[config.mk]
export PLATFORM = sky130hd
export DESIGN_NAME = psp_cross_pipe
export DESIGN_NICKNAME = d
export VERILOG_FILES = /design/src/sv/polyline_segment_penalty_macros.svh /design/src/sv/psp_pkg.sv /design/src/sv/psp_cross_pipe.sv
export SDC_FILE = /design/constraint.sdc
export NUM_CORES = 2
export LEC_CHECK = 0
export ABC_AREA = 1
export BUFFER_PORTS_ARGS = -buffer_cell sky130_fd_sc_hd__buf_4
export CAP_MARGIN = 20
export CORE_ASPECT_RATIO = 0.75
export CORE_UTILIZATION = 60
export DETAILED_ROUTE_END_ITERATION = 10
export PLACE_DENSITY = 0.77
export SYNTH_ARGS = -nofsm -noshare
export SYNTH_HDL_FRONTEND = slang
export SYNTH_SLANG_ARGS = --single-unit
[constraint.sdc]
create_clock -name clk_i -period 7.6 [get_ports clk_i]
set_input_delay 0.76 -clock clk_i [delete_from_list [all_inputs] [get_ports clk_i]]
set_output_delay 0.76 -clock clk_i [all_outputs]
set_load 0.01 [all_outputs]
[src/sv/polyline_segment_penalty_macros.svh]
// Assertion helpers for the block's RTL.
`ifndef POLYLINE_SEGMENT_PENALTY_MACROS_SVH
`define POLYLINE_SEGMENT_PENALTY_MACROS_SVH
`ifndef NO_ASSERTIONS
`define PSP_ASSERT(lbl, prop, msg) \
  lbl: assert property (@(posedge clk_i) disable iff (!rst_ni) prop) else $error(msg);
`define PSP_ASSERT_NEVER(lbl, expr, msg) \
  lbl: assert property (@(posedge clk_i) disable iff (!rst_ni) !(expr)) else $error(msg);
`else
`define PSP_ASSERT(lbl, prop, msg)
`define PSP_ASSERT_NEVER(lbl, expr, msg)
`endif
`endif

[src/sv/psp_pkg.sv]
package psp_pkg;

  localparam int unsigned MaxPointsDef = 64;
  localparam int unsigned CoordBitsDef = 12;
  localparam int unsigned CoordInW     = 12;
  localparam int unsigned LimW         = 8;
  localparam logic [LimW-1:0] LimReset = 8'd16;
  localparam int unsigned IdxOutW      = 6;
  localparam int unsigned PenW         = 32;

  typedef struct packed {
    logic vld;
    logic busy;
  } pipe_stat_t;

endpackage

[src/sv/psp_cross_pipe.sv]
module psp_cross_pipe #(
  parameter int unsigned CoordBits = psp_pkg::CoordBitsDef
) (
  input  logic                        clk_i,
  input  logic                        rst_ni,
  input  logic                        vld_i,
  input  logic [CoordBits-1:0]        xj_i,
  input  logic [CoordBits-1:0]        yj_i,
  input  logic [CoordBits-1:0]        xi_i,
  input  logic [CoordBits-1:0]        yi_i,
  input  logic signed [CoordBits:0]   dx_i,
  input  logic signed [CoordBits:0]   dy_i,
  output logic [4*CoordBits+3:0]      sq_o,
  output psp_pkg::pipe_stat_t         stat_o
);

  import psp_pkg::*;

  localparam int unsigned PW = 2 * CoordBits + 2;
  localparam int unsigned DW = PW + 1;
  localparam int unsigned SW = 4 * CoordBits + 4;

  logic signed [CoordBits:0] cx, cy;
  logic signed [PW-1:0]      p1_d, p2_d, p1_q, p2_q;
  logic signed [DW-1:0]      diff;
  logic [PW-1:0]             abs_d, abs_q;
  logic [SW-1:0]             sq_d, sq_q;
  logic                      v1_q, v2_q, v3_q;

  // cross of (Pj - Pi) with (Pk - Pi)
  assign cx   = $signed({1'b0, xj_i}) - $signed({1'b0, xi_i});
  assign cy   = $signed({1'b0, yj_i}) - $signed({1'b0, yi_i});
  assign p1_d = PW'(cx) * PW'(dy_i);
  assign p2_d = PW'(cy) * PW'(dx_i);
  assign diff = DW'(p1_q) - DW'(p2_q);
  assign abs_d = diff[DW-1] ? PW'(-diff) : PW'(diff);
  assign sq_d = SW'(abs_q) * SW'(abs_q);

  always_ff @(posedge clk_i or negedge rst_ni) begin
    if (!rst_ni) begin
      v1_q <= 1'b0;
      v2_q <= 1'b0;
      v3_q <= 1'b0;
    end else begin
      v1_q <= vld_i;
      v2_q <= v1_q;
      v3_q <= v2_q;
    end
  end

  always_ff @(posedge clk_i) begin
    p1_q  <= p1_d;
    p2_q  <= p2_d;
    abs_q <= abs_d;
    sq_q  <= sq_d;
  end

  assign sq_o        = sq_q;
  assign stat_o.vld  = v3_q;
  assign stat_o.busy = v1_q | v2_q | v3_q;

endmodule

==> flow_metrics.py <==
metrics = {
    "hold_path": {
        "worst_hold_path_type": "in -> async",
    },
    "route": {
        "drt-pass1-iter-count": 9,
        "antenna_violating_nets_post_route": 0,
        "average_wire_per_cell_in_the_routed_design_um": 16.8,
        "route.vias.total": 30000,
        "drt_iter0_markers": 2635,
        "drt-vias-per-instance": 5.22,
        "drt-total-wl_mm": 96.6,
        "drc": 0,
    },
    "die": {
        "initial_core_util_pct": 60.7,
        "die_w_um": 295,
        "floorplan.core_area_sq_mm": 0.0637,
        "die_area_sq_mm": 0.0654,
        "die_h_um": 222,
        "boundaryPins": 131,
        "fp-row-count": 80,
    },
    "placement": {
        "gp_congestion": 1.02,
        "port_buffers": 129,
        "detailed_place_hpwl_mm": 83.9,
        "dp_worst_setup_slack_ps": 153,
        "place_area_sq_mm": 0.0410,
    },
    "clocking": {
        "clock_tree_buffer_depth": 2,
        "clock_latency_of_the_later_clocked_register_in_the_worst_skew_pair_ps": 500,
        "cts.sink_count": 132,
        "path_clk_slew_ps": 60,
        "clock_tree_from_tritoncts": "yes",
        "cts_inserted_buffers": 17,
        "cts.root.buffer_cell": "clkbuf_16",
        "cts-hold-fix-buffers": 0,
        "ctsHtreeMaxLevel": 4,
    },
    "sta": {
        "finalWorstPathRequiredPeriod_ps": 7350,
        "final.setup.tns_ps": 0,
        "post_route_clock_period_utilization_pct": 96.7,
        "fin_ws_ps": 251,
        "timing.max_slew.rel_slack_pct": 32.1,
        "clock_skew_ps": 22.1,
        "tightest_slew_ps": 1020,
        "finalHoldViolations": 0,
        "clock.fmax_ghz": 0.136,
        "fin_worst_hold_slack_ps": 48.3,
        "setup_violations": 0,
        "final-max-slew-violation-count": 0,
        "grt_setup_unrepaired": "no",
    },
    "grt": {
        "largest_net_degree_at_the_start_of_global_routing": 29,
        "overflow": 0,
        "via_count_of_the_first_global_routing_pass": 31100,
        "antenna_violations_before_repair": 1,
        "first_pass_grt_wire_length_mm": 159,
        "grt_usage_pct": 31.3,
    },
    "synthesis": {
        "synth_top_area_share_pct": 43.5,
        "seq_area_frac_synth_pct": 6.88,
        "syn_area_sq_mm": 0.0386,
        "synth-edff-count": 0,
        "syn_area_per_cell_sq_um": 8.15,
        "synthDominantAreaCellType": "fa_1",
        "post_synth_inst_count": 4743,
        "netlist-cell-type-count": 53,
        "yosys_register_bits": 132,
        "yosysWarnings": 0,
        "post_synth_main_area_contributors": "fa_1, inv_1, ha_1",
        "ys_dominant_reg_cell": "dfxtp_1",
        "mappedNetlistNets": 6037,
        "async_flop_share_pct": 2.27,
    },
    "run_status": {
        "result_of_the_run": "complete, no violations",
    },
    "layout": {
        "insertedDiodeCount": 0,
        "final_cell_area_sq_mm": 0.0416,
        "post_route_cells_drive_above_1_share_pct": 6.32,
        "area.growth.synth_to_final_pct": 7.76,
        "nNetsFinal": 6172,
    },
    "critical_path": {
        "crit_path_top_delay_cell": "dfxtp_1",
        "timing.critical_path.from_type": "flop",
        "timing.critical_path.fanout_max": 15,
        "critical-path-max-stage-delay_ps": 990,
        "setup.worst_path.class": "reg -> reg",
        "data_required_critical_path_ps": 8020,
        "cp.arrival_ps": 7770,
        "timing.critical_path.to_type": "flop",
    },
    "job": {
        "max-cap-violations": 0,
    },
}
## kinds of logic (layout without fill, tap and decap cells)
logic type               count (synthesis)  after routing  synth area share [%]
adder cells (fa/ha/maj)               1217           1217                  55.7
flip-flops                             132            132                  6.88
other                                    1              1               0.00971
buffers and inverters                 1517           1665                  14.8
AND/OR/NAND/NOR                       1450           1450                  15.1
AO/OA/AOI/OAI                          284            284                  4.17
XOR/XNOR                               142            142                  3.30
## worst paths after layout
path                       depth (start not counted)  slack [ps]      start  endpoint
setup / recovery                                  27         250  abs_q[21]  sq_o[40]
hold / removal                                     1          50     rst_ni      v1_q
setup reg to reg                                  27         250  abs_q[21]  sq_o[40]
hold reg to reg                                    0         380       v2_q      v3_q
max in group asynchronous                          1        7460     rst_ni      v2_q
min in group clk_i                                 0         380       v2_q      v3_q
## sequential cells by signal (all words and copies together), names as in the netlist
signal  count
v1_q        1
p2_q       26
abs_q      26
p1_q       26
v2_q        1
v3_q        1
sq_o       51
## per-layer routing
layer | GRT usage [%] | routed length, um | vias to the layer above
met2 | 47.6 | 42800 | 1194
met3 | 6.61 | 9280 | 128
li1 | - | - | 14000
met4 | 7.56 | 1900 | 0
met5 | 0 | 0 | -
met1 | 45.7 | 42600 | 14700
## cell type report
class	count	area, sq um
clock inverter	12	176
sequential	132	2660
timing repair buffer	222	1700
tap	861	1080
inverter	1411	5300
fill	5441	22000
multi-input combinational	3094	30300
clock buffer	20	457
## per-stage QoR
step,std cells,utilization [%]
floorplan,4743,-
global placement,5720,64.4
detailed placement,5720,64.4
CTS,5752,65.4
global route,5752,65.4
finish,5752,65.4
## Yosys cell counts, types with 8 or more instances
| cell | instances |
|---|---|
| a21o_1 | 8 |
| nand3b_1 | 9 |
| nor4_1 | 8 |
| o21bai_1 | 12 |
| nor3_1 | 17 |
| dfxtp_1 | 129 |
| nor2_1 | 305 |
| o21ai_0 | 59 |
| fa_1 | 840 |
| xnor2_1 | 52 |
| a31oi_1 | 18 |
| nor2_2 | 14 |
| inv_1 | 1397 |
| nand2_1 | 960 |
| nand4_1 | 34 |
| clkinv_1 | 10 |
| xor2_1 | 86 |
| nand3_1 | 66 |
| a21oi_1 | 146 |
| clkbuf_1 | 99 |
| ha_1 | 377 |
| or2_2 | 16 |
## cell usage in the layout (no fill, tap or decap), drive strengths merged, types with 14 or more instances in the layout
cell type / Yosys / routed
inv: 1401 / 1403
nand2: 967 / 967
fa: 840 / 840
ha: 377 / 377
nor2: 320 / 320
buf: 7 / 222
a21oi: 149 / 149
dfxtp: 129 / 129
xor2: 87 / 87
nand3: 71 / 71
o21ai: 64 / 64
xnor2: 55 / 55
nand4: 34 / 34
clkbuf: 99 / 20
a31oi: 18 / 18
nor3: 17 / 17
or2: 17 / 17
clkinv: 10 / 14
## what timing repair did
| item | in CTS | in global routing |
|---|---|---|
| endpoints found under the setup margin | 0 | 1 |
| resized for setup | 0 | 1 |
| buffers inserted | 0 | 0 |
## critical path: cells and delay by family, from the launching register on
kind / cells / cell delay [ps]
buf+inv: 9 / 870
simple gates: 9 / 1380
flops: 1 / 990
xor+xnor: 1 / 170
fa+ha+maj: 8 / 3870
Power is not shown: default switching activity piles up to over one toggle a cycle in this logic, so the estimate is an artifact.
