## src/sv/polyline_segment_penalty_macros.svh

```systemverilog
// Assertion helpers for the block's RTL.
`ifndef POLYLINE_SEGMENT_PENALTY_MACROS_SVH
`define POLYLINE_SEGMENT_PENALTY_MACROS_SVH
`ifndef NO_ASSERTIONS
`define PSP_ASSERT(lbl, prop, msg) \
  lbl: assert property (@(posedge clk_i) disable iff (!rst_ni) prop) else $error(msg);
`define PSP_ASSERT_NEVER(lbl, expr, msg) \
  lbl: assert property (@(posedge clk_i) disable iff (!rst_ni) !(expr)) else $error(msg);
`else
`define PSP_ASSERT(lbl, prop, msg)
`define PSP_ASSERT_NEVER(lbl, expr, msg)
`endif
`endif

```

## src/sv/psp_pkg.sv

```systemverilog
package psp_pkg;

  localparam int unsigned MaxPointsDef = 64;
  localparam int unsigned CoordBitsDef = 12;
  localparam int unsigned CoordInW     = 12;
  localparam int unsigned LimW         = 8;
  localparam logic [LimW-1:0] LimReset = 8'd16;
  localparam int unsigned IdxOutW      = 6;
  localparam int unsigned PenW         = 32;

  typedef struct packed {
    logic vld;
    logic busy;
  } pipe_stat_t;

endpackage

```

## src/sv/psp_div_sqrt.sv

```systemverilog
module psp_div_sqrt #(
  parameter int unsigned SumW = 4 * psp_pkg::CoordBitsDef + 4 + $clog2(psp_pkg::MaxPointsDef),
  parameter int unsigned IdxW = $clog2(psp_pkg::MaxPointsDef)
) (
  input  logic                     clk_i,
  input  logic                     rst_ni,
  input  logic                     start_i,
  input  logic [SumW-1:0]          sum_i,
  input  logic [IdxW:0]            n_i,
  output logic                     done_o,
  output logic [psp_pkg::PenW-1:0] root_o
);

  import psp_pkg::*;

  localparam int unsigned ScaleSh = 16;  // penalty^2 scaled by 2^16 before the root
  localparam int unsigned NumW    = SumW + ScaleSh;
  localparam int unsigned RadW    = 2 * PenW;
  localparam int unsigned DivW    = (NumW > RadW) ? NumW : RadW + 1;
  localparam int unsigned RemW    = IdxW + 2;
  localparam int unsigned CntW    = $clog2(DivW + 1);
  localparam int unsigned SremW   = PenW + 2;
  localparam int unsigned TrialW  = PenW + 4;

  typedef enum logic [1:0] {S_IDLE, S_DIV, S_CHK, S_SQRT} state_e;

  state_e             state_q;
  logic [DivW-1:0]    dvd_q;
  logic [RemW-1:0]    rem_q, rem_sh, rem_d;
  logic [IdxW:0]      n_q;
  logic [CntW-1:0]    cnt_q;
  logic               dge;
  logic [RadW-1:0]    rad_q;
  logic [PenW-1:0]    r_q, r_d, root_q;
  logic [SremW-1:0]   srem_q, srem_d;
  logic [TrialW-1:0]  srem_sh, trial;
  logic               sge;
  logic               done_q;

  // restoring divide, one quotient bit a cycle
  assign rem_sh = {rem_q[RemW-2:0], dvd_q[DivW-1]};
  assign dge    = rem_sh >= RemW'(n_q);
  assign rem_d  = dge ? rem_sh - RemW'(n_q) : rem_sh;

  // digit-by-digit root, one result bit a cycle
  assign srem_sh = {srem_q, rad_q[RadW-1:RadW-2]};
  assign trial   = TrialW'({r_q, 2'b01});
  assign sge     = srem_sh >= trial;
  assign srem_d  = sge ? SremW'(srem_sh - trial) : SremW'(srem_sh);
  assign r_d     = {r_q[PenW-2:0], sge};

  always_ff @(posedge clk_i or negedge rst_ni) begin
    if (!rst_ni) begin
      state_q <= S_IDLE;
      done_q  <= 1'b0;
      root_q  <= '0;
      dvd_q   <= '0;
      rem_q   <= '0;
      n_q     <= '0;
      cnt_q   <= '0;
      rad_q   <= '0;
      r_q     <= '0;
      srem_q  <= '0;
    end else begin
      done_q <= 1'b0;
      case (state_q)
        S_IDLE: begin
          if (start_i) begin
            dvd_q   <= DivW'({sum_i, {ScaleSh{1'b0}}});
            rem_q   <= '0;
            n_q     <= n_i;
            cnt_q   <= '0;
            state_q <= S_DIV;
          end
        end
        S_DIV: begin
          rem_q <= rem_d;
          dvd_q <= {dvd_q[DivW-2:0], dge};
          cnt_q <= cnt_q + CntW'(1);
          if (cnt_q == CntW'(DivW - 1)) begin
            state_q <= S_CHK;
          end
        end
        S_CHK: begin
          if (|dvd_q[DivW-1:RadW]) begin
            root_q  <= '1;
            done_q  <= 1'b1;
            state_q <= S_IDLE;
          end else begin
            rad_q   <= dvd_q[RadW-1:0];
            r_q     <= '0;
            srem_q  <= '0;
            cnt_q   <= '0;
            state_q <= S_SQRT;
          end
        end
        S_SQRT: begin
          srem_q <= srem_d;
          r_q    <= r_d;
          rad_q  <= {rad_q[RadW-3:0], 2'b00};
          cnt_q  <= cnt_q + CntW'(1);
          if (cnt_q == CntW'(PenW - 1)) begin
            root_q  <= r_d;
            done_q  <= 1'b1;
            state_q <= S_IDLE;
          end
        end
        default: state_q <= S_IDLE;
      endcase
    end
  end

  assign done_o = done_q;
  assign root_o = root_q;

endmodule

```

## config.mk

```make
export PLATFORM = sky130hd
export DESIGN_NAME = psp_div_sqrt
export DESIGN_NICKNAME = d
export VERILOG_FILES = /design/src/sv/polyline_segment_penalty_macros.svh /design/src/sv/psp_pkg.sv /design/src/sv/psp_div_sqrt.sv
export SDC_FILE = /design/constraint.sdc
export NUM_CORES = 1
export LEC_CHECK = 0
export BUFFER_PORTS_ARGS = -buffer_cell sky130_fd_sc_hd__buf_2
export CAP_MARGIN = 25
export CORE_MARGIN = 2
export CORE_UTILIZATION = 35
export DETAILED_ROUTE_END_ITERATION = 6
export GPL_TIMING_DRIVEN = 0
export PLACE_DENSITY_LB_ADDON = 0.05
export SETUP_SLACK_MARGIN = 0.2
export SLEW_MARGIN = 20
export SYNTH_ARGS = -nofsm -noshare
export SYNTH_HDL_FRONTEND = slang
export SYNTH_SLANG_ARGS = --single-unit
```

## constraint.sdc

```tcl
create_clock -name clk_i -period 2.95 [get_ports clk_i]
set_input_delay 0.885 -clock clk_i [delete_from_list [all_inputs] [get_ports clk_i]]
set_output_delay 0.885 -clock clk_i [all_outputs]
set_load 0.02 [all_outputs]
```

==> flow_summary.yaml <==
run_status:
  run_status: "finished, final reports clean"
synth:
  net_count_of_the_mapped_netlist: 1635
  register_area_share_after_synthesis: 0.481
  synth.top_cells.by_count: "293 x sky130_fd_sc_hd__nand2_1, 260 x sky130_fd_sc_hd__dfrtp_1, 184 x sky130_fd_sc_hd__o21ai_0"
  yosysMostFrequentCell: "sky130_fd_sc_hd__nand2_1"
  synth_top_cell_by_area: "sky130_fd_sc_hd__dfrtp_1"
  synth-edff-count: 0
  yosys.area.top_type_share: 0.481
  ys_types: 61
  yosys_most_used_dff: "sky130_fd_sc_hd__dfrtp_1"
  mean_post_synth_cell_area_um2: 8.88
  synth_warnings: 0
  synthesis.area_um2: 13500
  asyncSetResetFlopFracSynth: 1.00
  synthTopCellsByArea: "sky130_fd_sc_hd__dfrtp_1 48%, sky130_fd_sc_hd__nand2_1 8.1%, sky130_fd_sc_hd__o21ai_0 6.8%"
  synthCells: 1523
  synth_seq_cells: 260
timing:
  clock-skew-final_ns: 0.0194
  worst_pin_slew_ns: 0.901
  timing.setup.tns_ns: 0
  max-slew-margin-rel: 0.399
  finalCriticalPeriod_ns: 2.70
  report.final.hold_viol_count: 0
  maxClockFrequency_mhz: 370
  setup_repair_after_global_routing_missed_its_margin: "yes"
  slew_viol_final: 0
  final.period_utilization: 0.916
  finalSetupViolCount: 0
critical_path:
  criticalPathCategory: "reg2reg"
  worstSetupStartpointType: "register"
  reg2reg_to: "srem_q[13]$_DFFE_PN0P_"
  critPathMaxStageDelay_ns: 0.42
  crit_path_end_kind: "register"
  cp_max_fo: 5
  worst_ep_arrival_time_ns: 3.16
  crit_path_start: "srem_q[27]$_DFFE_PN0P_"
  timing.critical_path.required_ns: 3.40
  cp_cell_sequence: "ha_4 -> a21o_1 -> a21o_1 -> a21o_1 -> a21o_1 -> a2111oi_4 -> and2_4 -> buf_12 -> buf_12 -> mux2i_4 -> o2bb2ai_1"
  worst_path_max_delay_cell: "sky130_fd_sc_hd__dfrtp_1"
  rrSetupSlack_ns: 0.25
  worst_r2r_startpoint: "srem_q[27]$_DFFE_PN0P_"
  timing.reg2reg.worst_path_depth: 11
  critical_path.most_common_cell: "sky130_fd_sc_hd__a21o_1"
  worst_setup_path_endpoint: "srem_q[13]$_DFFE_PN0P_"
die:
  num_io_pins: 101
  fp.dieH_um: 201
  dieArea_um2: 40200
  core.rowCount: 71
  floorplan.initialDensity: 0.357
  die_w_um: 201
  core_area_um2: 37800
placed_design:
  hpwl_um: 27900
  place_area_um2: 14800
  place.detailed.instances: 2137
  placement.io_buffers: 100
  gp_congestion: 0.807
drt:
  detail-route-antenna-nets: 0
  vias_per_cell: 5.16
  drc: 0
  drt_first_iter_violations: 612
  detailed_route_via_count: 11500
  finalWirelength_um: 39100
  routed_wire_length_per_instance_um: 17.6
  drt-pass1-iter-count: 5
clock_tree:
  cts_inserted_buffers: 30
  htreeDepth: 1
  clk_path_buf_depth: 3
  latest_clock_arrival_within_the_worst_skew_pair_ns: 0.59
  cts_tree: "yes"
  cts_hold_buffers: 0
  cts.reportedPaths.clkPinSlew_ns: 0.06
  cts_sinks: 260
  cell_at_the_root_of_the_clock_tree: "sky130_fd_sc_hd__clkbuf_16"
power:
  cellLeakagePower_nw: 7.71
  irDropWorstVdd_uv: 413
  power_density_nw_per_um2: 647
global_route:
  grt.total_usage: 0.195
  antenna_found_initial: 2
  grt_remaining_overflow: 0
  grt_start_max_net_pins: 79
  first_global_vias: 11700
  grt_first_pass_wirelength_um: 64100
run:
  maxCapViolations: 0
layout:
  share_of_layout_cells_above_drive_strength_1: 0.157
  final_net_count: 1800
  fin_area_um2: 16400
  area_growth_syn_to_layout_pct: 21.6
  fillCellCount: 3911
  number_of_standard_cells_in_the_layout_taps_in_and_fillers_out: 2221
min_path:
  hold_path.class: "in2async"
[critical path: cells and delay by family (launching register included)]
kind / cells / cell delay (ns)
AO/OA/AOI/OAI: 6 / 1.14
buffers and inverters: 2 / 0.27
multiplexers: 1 / 0.23
AND/OR/NAND/NOR: 1 / 0.24
adder cells (fa/ha/maj): 1 / 0.26
flip-flops: 1 / 0.42
[kinds of logic after synthesis]
family                     synth area share
AOI/OAI and AO/OA                     0.170
xor gates and xnor gates             0.0240
adders and majority gates            0.0413
buffers and inverters                0.0475
DFF                                   0.481
muxes                                0.0624
and+or+nand+nor                       0.174
[sequential cells by signal (all words and copies together) (netlist names)]
signal	count
dvd_q	74
rad_q	64
srem_q	34
r_q	32
root_o	32
cnt_q	7
n_q	7
rem_q	7
state_q	2
done_o	1
[power by group]
part	switching [mW]	internal [mW]	leakage (nW)
registers	0.432	4.08	3.41
clock network	1.57	2.28	0.483
logic	1.16	1.11	3.82
[repair_timing]
item                       in CTS  in global routing
pin swaps                      11                 27
resized for setup              45                 71
gates cloned                    1                  2
buffers inserted                8                 19
setup endpoints to repair     168                145
[worst min path at each step]
stage / from / endpoint / slack (ns) / depth (start not counted)
2_1_floorplan: dvd_q[0]$_DFFE_PN0P_ / rad_q[0]$_DFFE_PN0P_ / 0.46 / 2
3_3_place_gp: root_o[23]$_DFFE_PN0P_ / root_o[23]$_DFFE_PN0P_ / 0.46 / 2
3_5_place_dp: root_o[20]$_DFFE_PN0P_ / root_o[20]$_DFFE_PN0P_ / 0.47 / 2
4_1_cts: rst_ni / root_o[27]$_DFFE_PN0P_ / 0.23 / 1
5_1_grt: rst_ni / root_o[22]$_DFFE_PN0P_ / 0.24 / 1
6_report: rst_ni / root_o[22]$_DFFE_PN0P_ / 0.23 / 1
[metal layers]
| metal | GRT usage | part of all wire | vias up |
|---|---|---|---|
| met5 | 0 | 0 | - |
| met4 | 0.0497 | 0.024 | 0 |
| met3 | 0.0255 | 0.032 | 52 |
| met1 | 0.269 | 0.47 | 5631 |
| li1 | - | - | 5617 |
| met2 | 0.323 | 0.47 | 156 |
[area by class of cell]
type                       instances  area, um^2  area share
antenna                            1        2.50    0.000152
buffer                           101         483      0.0294
clock buffer                      46         871      0.0530
clock inverter                     7         128     0.00776
inverter                          56         210      0.0128
multi-input combinational       1106        6720       0.409
sequential                       260        6510       0.396
tap                              511         639      0.0389
timing repair buffer             133         881      0.0536
[cell usage in the layout, fill, tap and decap left out, drive strengths merged, types with 7 or more instances in the layout]
master	instances
a31oi	65
o211ai	14
buf	151
nand2b	7
clkbuf	128
mux2i	82
nand4	13
nor3	9
inv	56
a21oi	52
and3	8
xnor2	22
o22ai	7
a21o	15
dfrtp	260
ha	43
nand3	75
a211oi	9
xor2	15
o21ai	198
nor2	126
nand2	293
[metrics by stage]
stage / hold slack, ns / setup WS (ns) / utilization / total power, mW
after global routing: 0.244 / 0.126 / 0.434 / 11.2
after CTS: 0.230 / 0.172 / 0.422 / 10.6
after global placement: 0.459 / -4.31 / 0.387 / 6.53
after detailed placement: 0.469 / -0.464 / 0.390 / 6.58
after floorplan: 0.461 / 0.289 / - / 5.92
final: 0.228 / 0.248 / 0.434 / 10.6
Note: power is estimated with default switching activity, not from simulation.
