## src/sv/polyline_segment_penalty_macros.svh

```systemverilog
// Assertion helpers for the block's RTL.
`ifndef POLYLINE_SEGMENT_PENALTY_MACROS_SVH
`define POLYLINE_SEGMENT_PENALTY_MACROS_SVH
`ifndef NO_ASSERTIONS
`define PSP_ASSERT(lbl, prop, msg) \
  lbl: assert property (@(posedge clk_i) disable iff (!rst_ni) prop) else $error(msg);
`define PSP_ASSERT_NEVER(lbl, expr, msg) \
  lbl: assert property (@(posedge clk_i) disable iff (!rst_ni) !(expr)) else $error(msg);
`else
`define PSP_ASSERT(lbl, prop, msg)
`define PSP_ASSERT_NEVER(lbl, expr, msg)
`endif
`endif

```

## src/sv/psp_pkg.sv

```systemverilog
package psp_pkg;

  localparam int unsigned MaxPointsDef = 64;
  localparam int unsigned CoordBitsDef = 12;
  localparam int unsigned CoordInW     = 12;
  localparam int unsigned LimW         = 8;
  localparam logic [LimW-1:0] LimReset = 8'd16;
  localparam int unsigned IdxOutW      = 6;
  localparam int unsigned PenW         = 32;

  typedef struct packed {
    logic vld;
    logic busy;
  } pipe_stat_t;

endpackage

```

## src/sv/psp_point_mem.sv

```systemverilog
module psp_point_mem #(
  parameter int unsigned Depth = psp_pkg::MaxPointsDef,
  parameter int unsigned Width = 2 * psp_pkg::CoordBitsDef,
  parameter int unsigned AddrW = $clog2(psp_pkg::MaxPointsDef)
) (
  input  logic             clk_i,
  input  logic             we_i,
  input  logic [AddrW-1:0] waddr_i,
  input  logic [Width-1:0] wdata_i,
  input  logic [AddrW-1:0] raddr_i,
  output logic [Width-1:0] rdata_o
);

  logic [Width-1:0] mem_q [Depth];
  logic [Width-1:0] rdata_q;

  always_ff @(posedge clk_i) begin
    if (we_i) begin
      mem_q[waddr_i] <= wdata_i;
    end
    rdata_q <= mem_q[raddr_i];
  end

  assign rdata_o = rdata_q;

endmodule

```

## config.mk

```make
export PLATFORM = sky130hd
export DESIGN_NAME = psp_point_mem
export DESIGN_NICKNAME = d
export VERILOG_FILES = /design/src/sv/polyline_segment_penalty_macros.svh /design/src/sv/psp_pkg.sv /design/src/sv/psp_point_mem.sv
export SDC_FILE = /design/constraint.sdc
export NUM_CORES = 1
export LEC_CHECK = 0
export ABC_AREA = 0
export BUFFER_PORTS_ARGS = -buffer_cell sky130_fd_sc_hd__buf_2
export CORE_MARGIN = 2
export CORE_UTILIZATION = 50
export CTS_CLUSTER_DIAMETER = 100
export DETAILED_ROUTE_END_ITERATION = 12
export GPL_TIMING_DRIVEN = 0
export PLACE_DENSITY = 0.61
export SYNTH_ARGS = -nofsm -noshare
export SYNTH_HDL_FRONTEND = slang
export SYNTH_SLANG_ARGS = --single-unit
```

## constraint.sdc

```tcl
create_clock -name clk_i -period 9.46 [get_ports clk_i]
set_input_delay 1.419 -clock clk_i [delete_from_list [all_inputs] [get_ports clk_i]]
set_output_delay 1.419 -clock clk_i [all_outputs]
set_load 0.01 [all_outputs]
```

==> results.sh, run 1 <==
export IMPL_post_cts_resized=0
export IMPL_clock_sinks=1560
export IMPL_core_area_um2=118000
export IMPL_synth_seq_cells=1560
export IMPL_status="completed"
export IMPL_drc=0
export IMPL_total_power_uw=14500
export IMPL_synthToLayoutAreaGrowth_pct=14.9
export IMPL_place_gp_congestion=0.877
export IMPL_grt_pass1_vias=29100
export IMPL_finalHoldViolations=0
export IMPL_setup_viol=0
export IMPL_die_w_um=348
export IMPL_htreeDepth=4
export IMPL_clockRootBuffer="clkbuf_16"
export IMPL_postSynthAreaPerCell_um2=22.7
export IMPL_tightest_slew_ns=1.39
export IMPL_cts_tree="yes"
export IMPL_clk_pin_slew_ns=0.06
export IMPL_pin_count=62
export IMPL_critical_path_class="in -> reg"
export IMPL_vias_per_cell=6.39
export IMPL_post_cts_buffers=0
export IMPL_grt_ovfl_total=0
export IMPL_hpwl_um=101000
export IMPL_grt_setup_unrepaired="false"
export IMPL_drive_gt1_share_pct=29.8
export IMPL_wl_per_cell_um=34.4
export IMPL_seq_area_frac_synth_pct=78.6
export IMPL_slew_headroom_pct=7.10
export IMPL_worstPathMaxFanout=10
export IMPL_rows=126
export IMPL_cts_buffers=156
export IMPL_postCtsHoldBufs=0
export IMPL_required_ns=9.90
export IMPL_layout_commonest_cell="edfxtp_1"
export IMPL_final_cell_mix="1,536 x edfxtp_1, 355 x mux4_2, 160 x clkbuf_16, 95 x mux2i_1, 92 x buf_2"
export IMPL_fin_skew_ns=0.0203
export IMPL_synth_cells=2610
export IMPL_syn_area_um2=59300
export IMPL_fin_crit_ns=4.75
export IMPL_detail_route_antenna_nets=0
export IMPL_grt_max_degree=65
export IMPL_hp_class="reg -> reg"
export IMPL_grt_antenna_before_repair=15
export IMPL_die_h_um=348
export IMPL_grtUsageTotal_pct=26.1
export IMPL_crit_path_end_kind="flip-flop"
export IMPL_synth_edf_count=1536
export IMPL_vias=29000
export IMPL_fin_crit_sh_pct=50.2
export IMPL_start_util_pct=50.4
export IMPL_synthArstFlopShare_pct=0
export IMPL_critPathLaunchType="input pin"
export IMPL_power_density_nw_per_um2=213
export IMPL_synthFlopType="edfxtp_1"
export IMPL_postRouteWirelength_um=156000
export IMPL_fmax_ghz=0.210
export IMPL_drtIter0Drc=4219
export IMPL_drv_slew=0
export IMPL_ys_types=40
export IMPL_syn_num_nets=2648
export IMPL_crit_arrival_ns=5.19
export IMPL_yosysWarnings=0
export IMPL_firstDrtPassIters=6
export IMPL_cts_buffer_depth=3
export IMPL_dieArea_um2=121000
export IMPL_leakagePower_uw=0.0214
export IMPL_fin_tns_setup_ns=0
export IMPL_portBuffers=54
export IMPL_drv_cap=0
export IMPL_ir_worst_vdd_uv=187
export IMPL_nets=2906
export IMPL_grt_pass1_wl_um=219000
export IMPL_clk_latency_ns=0.76
export IMPL_final_fill_count=8339
[sequential cells by signal (all words and copies together) (netlist names)]
signal,flops
rdata_o,24
mem_q,1536
[synthesized netlist by cell type, drive strengths merged (4+ instances only)]
cell type	instances	area, um2
a221oi	52	455
mux2	53	597
or3	10	62.6
edfxtp	1536	46100
mux2i	95	951
a221o	4	40.0
dfxtp	24	480
o22ai	53	332
a31oi	13	81.3
clkbuf	45	173
buf	97	597
nand3	20	100
nor2	80	300
nand2	36	135
o21a	13	97.6
and2	4	25.0
nand2b	6	37.5
nor2b	9	56.3
o21ai	18	90.1
a22oi	29	218
and3	16	100
a21oi	22	110
mux4	355	8000
[metrics by stage]
stage	cell area, um2	cells	worst slack [ns]	hold WS (ns)	util [%]
floorplan	59300	2610	5.44	0.772	-
global placement	61500	4200	3.97	0.968	52.2
detailed placement	63000	4245	4.13	0.988	53.5
CTS	68100	4535	4.92	0.991	57.8
global route	68100	4536	4.72	1.02	57.9
finish	68200	4541	4.71	1.01	57.9
[layout make-up]
class	instances	area, um2	share of cell area, %
clock buffer	210	4340	6.37
inverter	2	7.51	0.0110
buffer	142	769	1.13
multi-input combinational	906	12400	18.2
antenna	5	12.5	0.0184
tap	1536	1920	2.82
timing repair buffer	100	1390	2.03
sequential	1560	46600	68.4
clock inverter	80	739	1.08
[final timing paths]
| path | slack [ns] | endpoint | cells past startpoint | from |
|---|---|---|---|---|
| worst max register to register | 6.86 | rdata_o[12] | 5 | mem_q[53][12] |
| worst min-delay path | 1.01 | rdata_o[22] | 4 | mem_q[60][22] |
| worst max-delay path | 4.71 | rdata_o[15] | 8 | raddr_i[2] |
| worst min register to register | 1.01 | rdata_o[22] | 4 | mem_q[60][22] |
[cells by family (layout without fill, tap and decap cells)]
logic type,Yosys count,after routing,synth area share (%)
AOI/OAI and AO/OA,207,207,2.44
buffers and inverters,144,534,1.31
DFF,1560,1560,78.6
muxes,503,503,16.1
other,0,5,0
and+or+nand+nor,196,196,1.56
[layer usage]
layer  vias up  track usage, %  wire length, um
met4        10            6.54             3540
met1     15600            38.4            64300
met5         -               0               61
li1      11700               -                -
met2      1461            40.8            73900
met3       235            4.92            14200
[critical path, stage by stage]
cell	delay (ns)
buf_2	0.27
buf_2	0.53
buf_2	0.59
buf_2	0.47
buf_2	0.44
nand2_1	0.38
o22ai_1	0.49
o21ai_0	0.55
[report_power, final]
part | internal (uW) | leakage [uW] | total [uW] | switching, uW
combinational | 260 | 0.00486 | 768 | 508
sequential | 7650 | 0.0140 | 7670 | 14.6
clock | 3490 | 0.00248 | 6090 | 2600
total | 11400 | 0.0214 | 14500 | 3130
Power figures use the tool's default switching activity.
==> inputs of run 2 (changes only) <==
PLACE_DENSITY = 0.64   (was 0.61)
clock period = 3.98 ns   (was 9.46 ns; I/O delays follow)
==> results.sh, run 2 (synthesis results as in run 1) <==
export IMPL_status="completed"
export IMPL_crit_path_end_kind="flip-flop"
export IMPL_fin_crit_ns=3.65
export IMPL_postCtsHoldBufs=0
export IMPL_fin_area_um2=67500
export IMPL_largest_reg_flops=1536
export IMPL_nets=2896
export IMPL_power_density_nw_per_um2=500
export IMPL_cts_tree="yes"
export IMPL_dieArea_um2=121000
export IMPL_rows=126
export IMPL_grt_ovfl_total=0
export IMPL_critPathLaunchType="input pin"
export IMPL_die_h_um=348
export IMPL_hold_ws_ns=0.291
export IMPL_worstPathMaxFanout=10
export IMPL_hpwl_um=97300
export IMPL_grt_max_degree=65
export IMPL_clockRootBuffer="clkbuf_16"
export IMPL_grt_setup_unrepaired="false"
export IMPL_ir_worst_vdd_uv=364
export IMPL_fmax_ghz=0.274
export IMPL_fin_skew_ns=0.0272
export IMPL_crit_arrival_ns=4.23
export IMPL_final_cell_mix="1,536 x edfxtp_1, 355 x mux4_2, 159 x clkbuf_16, 99 x buf_2, 95 x mux2i_1"
export IMPL_htreeDepth=4
export IMPL_pin_count=62
export IMPL_grt_antenna_before_repair=17
export IMPL_grtUsageTotal_pct=24.7
export IMPL_vias=28700
export IMPL_cts_buffer_depth=3
export IMPL_top_register="mem_q"
export IMPL_die_w_um=348
export IMPL_slowest_stage="clkbuf_1"
export IMPL_detail_route_antenna_nets=0
export IMPL_drtIter0Drc=3656
export IMPL_clk_latency_ns=0.76
export IMPL_post_cts_resized=0
export IMPL_total_power_uw=33800
export IMPL_postRouteWirelength_um=149000
export IMPL_slew_headroom_pct=6.92
export IMPL_start_util_pct=50.4
export IMPL_wl_per_cell_um=33.0
export IMPL_hp_class="in -> reg"
export IMPL_place_ws_ns=-0.358
export IMPL_slowest_delay_ns=0.82
export IMPL_place_gp_congestion=0.903
export IMPL_place_area_um2=62800
export IMPL_drv_cap=0
export IMPL_vias_per_cell=6.35
export IMPL_fin_crit_sh_pct=91.8
export IMPL_required_ns=4.56
export IMPL_firstDrtPassIters=6
export IMPL_critical_path_class="in -> reg"
export IMPL_core_area_um2=118000
export IMPL_path_cells="buf_2 > buf_2 > buf_2 > clkbuf_1 > clkbuf_1 > nand2_1 > nand2_1 > o22ai_1 > o21ai_1"
export IMPL_leakagePower_uw=0.0211
export IMPL_layout_commonest_cell="edfxtp_1"
export IMPL_grt_pass1_wl_um=211000
export IMPL_tightest_slew_ns=1.40
export IMPL_setup_viol=0
export IMPL_synthToLayoutAreaGrowth_pct=13.9
export IMPL_drv_slew=0
export IMPL_portBuffers=54
export IMPL_post_cts_buffers=0
export IMPL_grt_pass1_vias=28900
export IMPL_fin_ws_ns=0.328
export IMPL_fin_tns_setup_ns=0
export IMPL_cts_buffers=153
export IMPL_clock_sinks=1560
export IMPL_cp_common_cell="buf_2"
export IMPL_clk_pin_slew_ns=0.06
export IMPL_drive_gt1_share_pct=28.9
export IMPL_finalHoldViolations=0
export IMPL_drc=0
==> run 2: cell types whose count changed in the layout (fill, tap and decap cells not counted), moves of 4 or more <==
cell / change
buf_2: +7
buf_4: -7
buf_16: -10
clkbuf_8: -12
clkinv_1: +14
clkbuf_1: -4
buf_8: +4
clkinvlp_4: -5
==> run 2: power by group <==
part / internal (uW) / switching (uW) / leakage [uW]
clock network: 7800 / 5970 / 0.00232
logic: 610 / 1150 / 0.00476
registers: 18200 / 34.9 / 0.0140
total: 26600 / 7160 / 0.0211
==> run 2: routing by layer <==
metal / global-route usage, % / routed length [um]
met5: 0 / 89
met3: 4.98 / 14300
met4: 7.63 / 4300
met2: 39.2 / 71400
met1: 35.2 / 58800
==> run 2: worst max-delay path: cells and delay by family <==
family	cells	cell delay, ns
AO/OA/AOI/OAI	2	0.79
buffers and inverters	5	2.56
AND/OR/NAND/NOR	2	0.26
==> run 2: path summary, 6_finish.rpt <==
kind	startpoint	endpoint	slack [ns]	depth (start not counted)
max	raddr_i[1]	rdata_o[0]	0.33	9
min	wdata_i[13]	mem_q[18][13]	0.29	1
max reg2reg	mem_q[39][8]	rdata_o[8]	1.44	5
min reg2reg	mem_q[54][22]	rdata_o[22]	1.05	4
==> run 2: final cells by class <==
cell class,count,area [um2]
fillers,8300,50200
flip-flops and latches,1560,46600
multi-input cells,906,12400
clock buffers,193,4140
well taps,1536,1920
repair buffers,93,1130
plain buffers,142,769
clock inverters,82,597
diodes,5,12.5
inverters,2,7.51
==> run 2: metrics by stage <==
step / util [%] / instances
floorplan: - / 2610
global placement: 52.2 / 4200
detailed placement: 53.3 / 4238
CTS: 57.3 / 4513
global route: 57.4 / 4516
finish: 57.4 / 4519
